### src/shss_pkg.sv
// Shared types and constants for the sorted hash set similarity block.
// No dependencies.
package shss_pkg;

	localparam int HASH_W  = 32;
	localparam int CMD_W   = 2;
	localparam int SIM_W   = 7;
	localparam int MATCH_W = 6;

	// command codes
	localparam logic [CMD_W-1:0] CMD_LOAD_A  = 2'd0;
	localparam logic [CMD_W-1:0] CMD_LOAD_B  = 2'd1;
	localparam logic [CMD_W-1:0] CMD_COMPARE = 2'd2;

	localparam logic [SIM_W-1:0] PERCENT_FULL = 7'd100;
	// 2 * 100: pair factor times full percentage, 8 bits
	localparam logic [7:0]       PAIR_PERCENT = 8'd200;

	// divider status toward the sequencer
	typedef struct packed {
		logic busy;
		logic done;
	} div_status_t;

endpackage

### src/shss_ram.sv
// Generic simple dual-port RAM: one write port, one registered read port.
// No dependencies.
module shss_ram #(
	parameter int WIDTH = 32,
	parameter int DEPTH = 32,
	parameter int AW    = 5
) (
	input  logic             clk,
	input  logic             we,
	input  logic [AW-1:0]    waddr,
	input  logic [WIDTH-1:0] wdata,
	input  logic [AW-1:0]    raddr,
	output logic [WIDTH-1:0] rdata
);

	logic [WIDTH-1:0] mem_q [DEPTH];
	logic [WIDTH-1:0] rdata_q;

	always_ff @(posedge clk) begin
		if (we) begin
			mem_q[waddr] <= wdata;
		end
		rdata_q <= mem_q[raddr];
	end

	assign rdata = rdata_q;

endmodule

### src/shss_div.sv
// Serial restoring divider, one quotient bit per cycle.
// Depends on shss_pkg. Requires num < den << QW.
module shss_div #(
	parameter int NW = 14,
	parameter int DW = 7,
	parameter int QW = 7
) (
	input  logic                   clk,
	input  logic                   arst_n,
	input  logic                   start,
	input  logic [NW-1:0]          num,
	input  logic [DW-1:0]          den,
	output logic [QW-1:0]          quot,
	output shss_pkg::div_status_t  status
);
	import shss_pkg::*;

	localparam int SW = (QW > 1) ? $clog2(QW) : 1;

	logic          busy_q;
	logic          done_q;
	logic [SW-1:0] cnt_q;
	logic [NW-1:0] rem_q;
	logic [NW-1:0] dsh_q;
	logic [QW-1:0] quot_q;
	logic          fits;

	assign fits = rem_q >= dsh_q;

	always_ff @(posedge clk or negedge arst_n) begin
		if (!arst_n) begin
			busy_q <= 1'b0;
			done_q <= 1'b0;
			cnt_q  <= '0;
		end else begin
			done_q <= 1'b0;
			if (start) begin
				busy_q <= 1'b1;
				cnt_q  <= SW'(QW - 1);
			end else if (busy_q) begin
				if (cnt_q == '0) begin
					busy_q <= 1'b0;
					done_q <= 1'b1;
				end else begin
					cnt_q <= cnt_q - 1'b1;
				end
			end
		end
	end

	// datapath, no reset
	always_ff @(posedge clk) begin
		if (start) begin
			rem_q  <= num;
			dsh_q  <= NW'(den) << (QW - 1);
			quot_q <= '0;
		end else if (busy_q) begin
			if (fits) begin
				rem_q <= rem_q - dsh_q;
			end
			quot_q <= {quot_q[QW-2:0], fits};
			dsh_q  <= dsh_q >> 1;
		end
	end

	assign quot        = quot_q;
	assign status.busy = busy_q;
	assign status.done = done_q;

endmodule

### src/sorted_hash_set_similarity.sv
// Top level of the sorted hash set similarity block: command decode, list
// storage, merge sequencer and output register. Depends on shss_pkg,
// shss_ram and shss_div.
//
// Two lists of 32-bit hashes, A and B, are filled one word per transfer
// (cmd load A / load B); each list should be in ascending order and holds
// up to MAX_ENTRIES words, further loads are dropped. A load produces no
// result. A compare transfer walks both lists in a merge, one step per
// cycle through a 32-bit less-than and equality compare of the two heads
// read from both list RAMs, stopping when either list runs out; it then
// runs a serial divide of 200*matches by (count_a + count_b), one
// quotient bit per cycle for a 7-bit quotient, and presents similarity
// (clamped to 100) and match_count (low 6 bits) as one result, after
// which both lists are empty. The merge runs at most
// count_a + count_b - 1 steps; when one or both lists are empty a compare
// skips the merge and divide. in_ready is low for the whole compare.
// Loads may continue while a result waits on the output; a new compare
// completes only once the previous result has been taken. Unused command
// code 3 is ignored.
module sorted_hash_set_similarity #(
	parameter int MAX_ENTRIES = 32
) (
	input  logic                          clk,
	input  logic                          arst_n,
	input  logic                          in_valid,
	output logic                          in_ready,
	input  logic [shss_pkg::CMD_W-1:0]    cmd,
	input  logic [shss_pkg::HASH_W-1:0]   hash_value,
	output logic                          out_valid,
	input  logic                          out_ready,
	output logic [shss_pkg::SIM_W-1:0]    similarity,
	output logic [shss_pkg::MATCH_W-1:0]  match_count
);
	import shss_pkg::*;

	localparam int AW = (MAX_ENTRIES > 1) ? $clog2(MAX_ENTRIES) : 1;
	localparam int CW = $clog2(MAX_ENTRIES + 1);   // holds a count up to the depth
	localparam int TW = CW + 1;                    // count_a + count_b
	localparam int NW = CW + 8;                    // hits * 200

	typedef enum logic [1:0] {
		ST_IDLE,
		ST_MERGE,
		ST_DIV,
		ST_DONE
	} state_t;

	state_t state_q;

	logic [CW-1:0]    ca_q, cb_q;
	logic [CW-1:0]    i_q, j_q;
	logic [CW-1:0]    hits_q;
	logic [SIM_W-1:0] sim_res_q;

	logic             out_valid_q;
	logic [SIM_W-1:0] similarity_q;
	logic [CW-1:0]    match_q;

	logic              in_xfer;
	logic              we_a, we_b;
	logic [HASH_W-1:0] rd_a, rd_b;
	logic [AW-1:0]     raddr_a, raddr_b;

	logic          both_live;
	logic          a_lt, eq;
	logic [CW-1:0] i_nxt, j_nxt;

	logic              div_start;
	logic [NW-1:0]     div_num;
	logic [TW-1:0]     total;
	logic [SIM_W-1:0]  div_quot;
	div_status_t       div_st;

	logic [CW+MATCH_W-1:0] match_ext;

	assign in_ready = (state_q == ST_IDLE);
	assign in_xfer  = in_valid && in_ready;

	// appends to a full list are dropped
	assign we_a = in_xfer && (cmd == CMD_LOAD_A) && (ca_q < CW'(MAX_ENTRIES));
	assign we_b = in_xfer && (cmd == CMD_LOAD_B) && (cb_q < CW'(MAX_ENTRIES));

	// merge step: one compare of the two list heads per cycle
	assign both_live = (i_q < ca_q) && (j_q < cb_q);
	assign a_lt      = rd_a < rd_b;
	assign eq        = rd_a == rd_b;
	assign i_nxt     = i_q + CW'(a_lt || eq);
	assign j_nxt     = j_q + CW'(!a_lt);

	// read address runs one step ahead so the RAM output is the current head;
	// outside the merge it parks on entry 0, ready for the first step
	assign raddr_a = (state_q == ST_MERGE && both_live) ? i_nxt[AW-1:0] : '0;
	assign raddr_b = (state_q == ST_MERGE && both_live) ? j_nxt[AW-1:0] : '0;

	shss_ram #(
		.WIDTH (HASH_W),
		.DEPTH (MAX_ENTRIES),
		.AW    (AW)
	) u_list_a (
		.clk   (clk),
		.we    (we_a),
		.waddr (ca_q[AW-1:0]),
		.wdata (hash_value),
		.raddr (raddr_a),
		.rdata (rd_a)
	);

	shss_ram #(
		.WIDTH (HASH_W),
		.DEPTH (MAX_ENTRIES),
		.AW    (AW)
	) u_list_b (
		.clk   (clk),
		.we    (we_b),
		.waddr (cb_q[AW-1:0]),
		.wdata (hash_value),
		.raddr (raddr_b),
		.rdata (rd_b)
	);

	// divide 200*hits by the combined length once the merge is over
	assign div_start = (state_q == ST_MERGE) && !both_live;
	assign div_num   = NW'(hits_q) * NW'(PAIR_PERCENT);
	assign total     = TW'(ca_q) + TW'(cb_q);

	shss_div #(
		.NW (NW),
		.DW (TW),
		.QW (SIM_W)
	) u_div (
		.clk    (clk),
		.arst_n (arst_n),
		.start  (div_start),
		.num    (div_num),
		.den    (total),
		.quot   (div_quot),
		.status (div_st)
	);

	always_ff @(posedge clk or negedge arst_n) begin
		if (!arst_n) begin
			state_q      <= ST_IDLE;
			ca_q         <= '0;
			cb_q         <= '0;
			i_q          <= '0;
			j_q          <= '0;
			hits_q       <= '0;
			sim_res_q    <= '0;
			out_valid_q  <= 1'b0;
			similarity_q <= '0;
			match_q      <= '0;
		end else begin
			if (out_ready) begin
				out_valid_q <= 1'b0;
			end
			unique case (state_q)
				ST_IDLE: begin
					if (we_a) begin
						ca_q <= ca_q + 1'b1;
					end
					if (we_b) begin
						cb_q <= cb_q + 1'b1;
					end
					if (in_xfer && cmd == CMD_COMPARE) begin
						i_q    <= '0;
						j_q    <= '0;
						hits_q <= '0;
						if (ca_q == '0 && cb_q == '0) begin
							sim_res_q <= PERCENT_FULL;
							state_q   <= ST_DONE;
						end else if (ca_q == '0 || cb_q == '0) begin
							sim_res_q <= '0;
							state_q   <= ST_DONE;
						end else begin
							state_q <= ST_MERGE;
						end
					end
				end
				ST_MERGE: begin
					if (both_live) begin
						i_q <= i_nxt;
						j_q <= j_nxt;
						if (eq) begin
							hits_q <= hits_q + 1'b1;
						end
					end else begin
						state_q <= ST_DIV;
					end
				end
				ST_DIV: begin
					if (div_st.done) begin
						sim_res_q <= (div_quot > PERCENT_FULL) ? PERCENT_FULL : div_quot;
						state_q   <= ST_DONE;
					end
				end
				ST_DONE: begin
					// hold until the output register is free
					if (!out_valid_q || out_ready) begin
						out_valid_q  <= 1'b1;
						similarity_q <= sim_res_q;
						match_q      <= hits_q;
						ca_q         <= '0;
						cb_q         <= '0;
						state_q      <= ST_IDLE;
					end
				end
				default: begin
					state_q <= ST_IDLE;
				end
			endcase
		end
	end

	assign match_ext   = {{MATCH_W{1'b0}}, match_q};
	assign out_valid   = out_valid_q;
	assign similarity  = similarity_q;
	assign match_count = match_ext[MATCH_W-1:0];

`ifndef ASSERT_OFF
	a_sim_range: assert property (@(posedge clk) disable iff (!arst_n)
		out_valid |-> similarity <= PERCENT_FULL)
		else $error("similarity above 100");

	a_merge_bounds: assert property (@(posedge clk) disable iff (!arst_n)
		state_q == ST_MERGE |-> (i_q <= ca_q) && (j_q <= cb_q) && (hits_q <= i_q))
		else $error("merge index beyond list count");

	a_count_cap: assert property (@(posedge clk) disable iff (!arst_n)
		(ca_q <= CW'(MAX_ENTRIES)) && (cb_q <= CW'(MAX_ENTRIES)))
		else $error("list count above capacity");

	a_div_owned: assert property (@(posedge clk) disable iff (!arst_n)
		(div_st.busy || div_st.done) |-> state_q == ST_DIV)
		else $error("divider active outside divide phase");

	a_done_clears: assert property (@(posedge clk) disable iff (!arst_n)
		(state_q == ST_DONE && (!out_valid_q || out_ready)) |=>
			(ca_q == '0) && (cb_q == '0) && out_valid_q)
		else $error("compare did not clear lists or post result");
`endif

endmodule
### config.mk
export PLATFORM = sky130hd
export DESIGN_NAME = sorted_hash_set_similarity
export DESIGN_NICKNAME = d
export VERILOG_FILES = /design/src/shss_pkg.sv /design/src/shss_ram.sv /design/src/shss_div.sv /design/src/sorted_hash_set_similarity.sv
export SDC_FILE = /design/constraint.sdc
export NUM_CORES = 2
export LEC_CHECK = 0
export BUFFER_PORTS_ARGS = -buffer_cell sky130_fd_sc_hd__buf_4
export CAP_MARGIN = 10
export CORE_MARGIN = 3
export CORE_UTILIZATION = 45
export CTS_BUF_LIST = sky130_fd_sc_hd__clkbuf_16
export DETAILED_ROUTE_END_ITERATION = 10
export HOLD_SLACK_MARGIN = 0.05
export PLACE_DENSITY = 0.71
export SKIP_CTS_REPAIR_TIMING = 1
export SYNTH_ARGS = -nofsm -noshare
export SYNTH_HDL_FRONTEND = slang
export SYNTH_SLANG_ARGS = --single-unit
### constraint.sdc
create_clock -name clk -period 6.7 [get_ports clk]
set_input_delay 2.01 -clock clk [delete_from_list [all_inputs] [get_ports clk]]
set_output_delay 2.01 -clock clk [all_outputs]
set_load 0.02 [all_outputs]
==> impl_metrics.env <==
export IMPL_status="finished, final reports clean"
export IMPL_ys_async_sr_fraction=0.0263
export IMPL_hold_depth=2
export IMPL_maxSlewViolCount=0
export IMPL_ant_nets=0
export IMPL_max_freq_mhz=172
export IMPL_cap_violations=0
export IMPL_layout_commonest_cell="edfxtp_1"
export IMPL_clockBufferDepth=3
export IMPL_clk_latency_ns=0.89
export IMPL_holdCritPathClass="reg2reg"
export IMPL_avgViaCountPerCell=6.08
export IMPL_r2r_start="u_list_b.rdata[15]"
export IMPL_rr_endpoint="u_list_a.rdata[22]"
export IMPL_grt_pass1_wl_um=345000
export IMPL_end_kind="flip-flop"
export IMPL_ys_seq_area_frac=0.743
export IMPL_grt_overflow=0
export IMPL_fin_crit_sh=0.868
export IMPL_grt_max_degree=161
export IMPL_final_cell_mix="2066 x edfxtp_1, 1073 x nand2_1, 358 x mux2i_1, 333 x nand3_1, 214 x buf_4"
export IMPL_yosys_most_used_dff="edfxtp_1"
export IMPL_hold_viol=0
export IMPL_synth_edf_count=2066
export IMPL_ys_types=77
export IMPL_syn_instance_count=5873
export IMPL_fillCellCount=15500
export IMPL_worstSetupPathType="reg2reg"
export IMPL_drive_gt1_frac=0.116
export IMPL_regToRegSetupSlack_ns=0.88
export IMPL_root_buffer="clkbuf_16"
export IMPL_htreeDepth=4
export IMPL_io_pins=53
export IMPL_die_h_um=447
export IMPL_drt_initial_drc_count=6895
export IMPL_relSlewSlack=0.218
export IMPL_drt_wl_total_um=236000
export IMPL_ir_drop_mv=0.258
export IMPL_cts_buffers=208
export IMPL_drcViolationCount=0
export IMPL_area_growth_synth_to_final_pct=12.7
export IMPL_min_to="sim_res_q[2]"
export IMPL_grt_pass1_vias=51300
export IMPL_io_buffers=52
export IMPL_critPathLaunch="u_list_b.rdata[15]"
export IMPL_synth_nets=6016
export IMPL_routabilityCongestion=0.848
export IMPL_dpl_cell_area_mm2=0.0919
export IMPL_power_leakage_nw=33.7
export IMPL_antenna_found_initial=16
export IMPL_utilization=0.512
export IMPL_finalSetupViolCount=0
export IMPL_startpoint_type="flip-flop"
export IMPL_chipWidth_um=447
export IMPL_syn_area_mm2=0.0876
export IMPL_dr_pass1_iters=6
export IMPL_dieArea_mm2=0.200
export IMPL_yosysWarnings=0
export IMPL_p_per_area_mw_per_mm2=273
export IMPL_rsz0062_at_grt="no"
export IMPL_grt_usage=0.233
export IMPL_vias=52900
export IMPL_worstPathMaxFanout=18
export IMPL_tightest_slew_ns=1.17
export IMPL_period_minus_slack_ns=5.82
export IMPL_setup_tns_ns=0
export IMPL_cts_sinks=2204
export IMPL_required_ns=7.36
export IMPL_rows=161
export IMPL_worstHoldStart="sim_res_q[2]"
export IMPL_initial_core_util=0.454
export IMPL_core_mm2=0.193
export IMPL_cp_arrival_ns=6.48
export IMPL_post_drt_wl_per_cell_um=27.1
export IMPL_skew_ns=0.0869
export IMPL_stdcell_area_mm2=0.0988
export IMPL_nNetsFinal=6116
export IMPL_ff2ff_path_depth=19
export IMPL_ys_ff_latch=2204
export IMPL_path_clk_slew_ns=0.06
export IMPL_tritoncts="built"
export IMPL_total_power_w=0.0269
export IMPL_hpwl_um=137000
export IMPL_avgSynthCellArea_um2=14.9
[worst max-delay path by stage]
stage	slack, ns	cells after the start	end
3_3_place_gp	1.09	19	u_list_a.rdata[22]
2_1_floorplan	1.99	4	u_list_b.mem_q[4][0]
6_report	0.88	19	u_list_a.rdata[22]
4_1_cts	1.03	19	u_list_a.rdata[22]
5_1_grt	0.55	19	u_list_a.rdata[28]
3_5_place_dp	1.14	19	u_list_a.rdata[22]
[per-layer routing]
metal | vias up | part of all wire | GRT usage | wire length (µm)
li1 | 22700 | - | - | -
met2 | 3002 | 0.47 | 0.369 | 111000
met1 | 26600 | 0.39 | 0.321 | 92400
met5 | - | 0.00031 | 0 | 73
met3 | 462 | 0.10 | 0.0450 | 24500
met4 | 12 | 0.035 | 0.0858 | 8130
[logic make-up (layout without fill, tap and decap cells)]
logic type | after synthesis | count (layout) | share of synthesized area
XOR/XNOR | 27 | 27 | 0.00270
flip-flops | 2204 | 2204 | 0.743
AND/OR/NAND/NOR | 1783 | 1783 | 0.0888
adder cells (fa/ha/maj) | 105 | 105 | 0.0153
multiplexers | 431 | 431 | 0.0574
AO/OA/AOI/OAI | 911 | 911 | 0.0728
buffers and inverters | 412 | 698 | 0.0201
other | 0 | 9 | 0
[where the power goes]
| part | internal, W | switching (W) |
|---|---|---|
| clock network | 0.00642 | 0.00522 |
| logic | 0.0000143 | 0.000222 |
| registers | 0.0150 | 0 |
| total | 0.0215 | 0.00544 |
[metrics by stage]
step	hold slack, ns	cells	setup slack, ns
detailed placement	0.480	8289	1.14
global placement	0.461	8289	1.09
global route	0.532	8688	0.547
floorplan	0.445	5873	1.99
finish	0.493	8694	0.884
CTS	0.494	8685	1.03
[synth_stat cells, types with 7 or more instances]
cell type | count | area [µm²]
dfxtp_1 | 80 | 1600
mux2i_1 | 358 | 3580
mux4_2 | 49 | 1100
nand2b_1 | 17 | 106
ha_1 | 102 | 1280
nor3_1 | 14 | 70.1
a22o_1 | 19 | 166
edfxtp_1 | 2066 | 62000
buf_4 | 16 | 120
and3_1 | 47 | 294
nand3_1 | 334 | 1670
o211ai_1 | 11 | 82.6
nor4_1 | 8 | 50.1
nand4_1 | 58 | 363
buf_6 | 8 | 90.1
a21oi_1 | 160 | 801
o21a_1 | 11 | 82.6
a32o_1 | 10 | 100
a2111oi_0 | 35 | 307
a21o_1 | 24 | 180
a311oi_1 | 33 | 289
mux2_2 | 19 | 214
inv_1 | 69 | 259
xnor2_1 | 20 | 175
clkbuf_1 | 218 | 818
o21ai_0 | 123 | 616
buf_2 | 72 | 360
nand2_1 | 1076 | 4040
a221oi_1 | 66 | 578
buf_1 | 27 | 101
a32oi_1 | 52 | 455
o211a_1 | 7 | 70.1
xor2_1 | 7 | 61.3
a211oi_1 | 171 | 1280
o22ai_1 | 7 | 43.8
a31oi_1 | 122 | 763
a2bb2oi_1 | 22 | 193
nor2_1 | 119 | 447
o31ai_1 | 8 | 60.1
dfrtp_1 | 58 | 1450
nor2b_1 | 82 | 513
[critical path, cell delays in order (launching register included)]
cell and delay (ns):
dfxtp_1 0.43, inv_1 0.14, ha_1 0.36, nand4_1 0.15, nor2_1 0.10, a21oi_1 0.14
o211ai_1 0.15, a221oi_1 0.33, nand4_1 0.19, nand2_1 0.10, ha_1 0.20, nand3_1 0.22
xnor2_1 0.59, nand2_1 0.15, nor3_2 0.37, nand2_1 0.55, buf_4 0.44, a21oi_1 0.17
a2111oi_0 0.09, a221oi_1 0.70
[layout make-up]
| cell class | instances | area [µm²] | share of cell area |
|---|---|---|---|
| Inverter | 70 | 263 | 0.00266 |
| Timing Repair Buffer | 232 | 1970 | 0.0199 |
| Tap cell | 2526 | 3160 | 0.0320 |
| Sequential cell | 2204 | 65100 | 0.659 |
| Clock buffer | 209 | 5230 | 0.0530 |
| Antenna cell | 9 | 22.5 | 0.000228 |
| Clock inverter | 187 | 1610 | 0.0163 |
| Multi-Input combinational cell | 3257 | 21400 | 0.217 |
[flip-flops by register name, summed over array words and instances (netlist names), 2 cells and up]
register        count
ca_q                6
similarity          7
match_count         6
u_list_a.mem_q   1024
j_q                 6
i_q                 6
u_div.rem_q        14
state_q             2
u_div.quot          7
u_div.dsh_q        13
sim_res_q           7
u_list_b.mem_q   1024
hits_q              6
cb_q                6
u_div.cnt_q         3
u_list_a.rdata     32
u_list_b.rdata     32
Note: power is estimated with default switching activity, not from simulation.
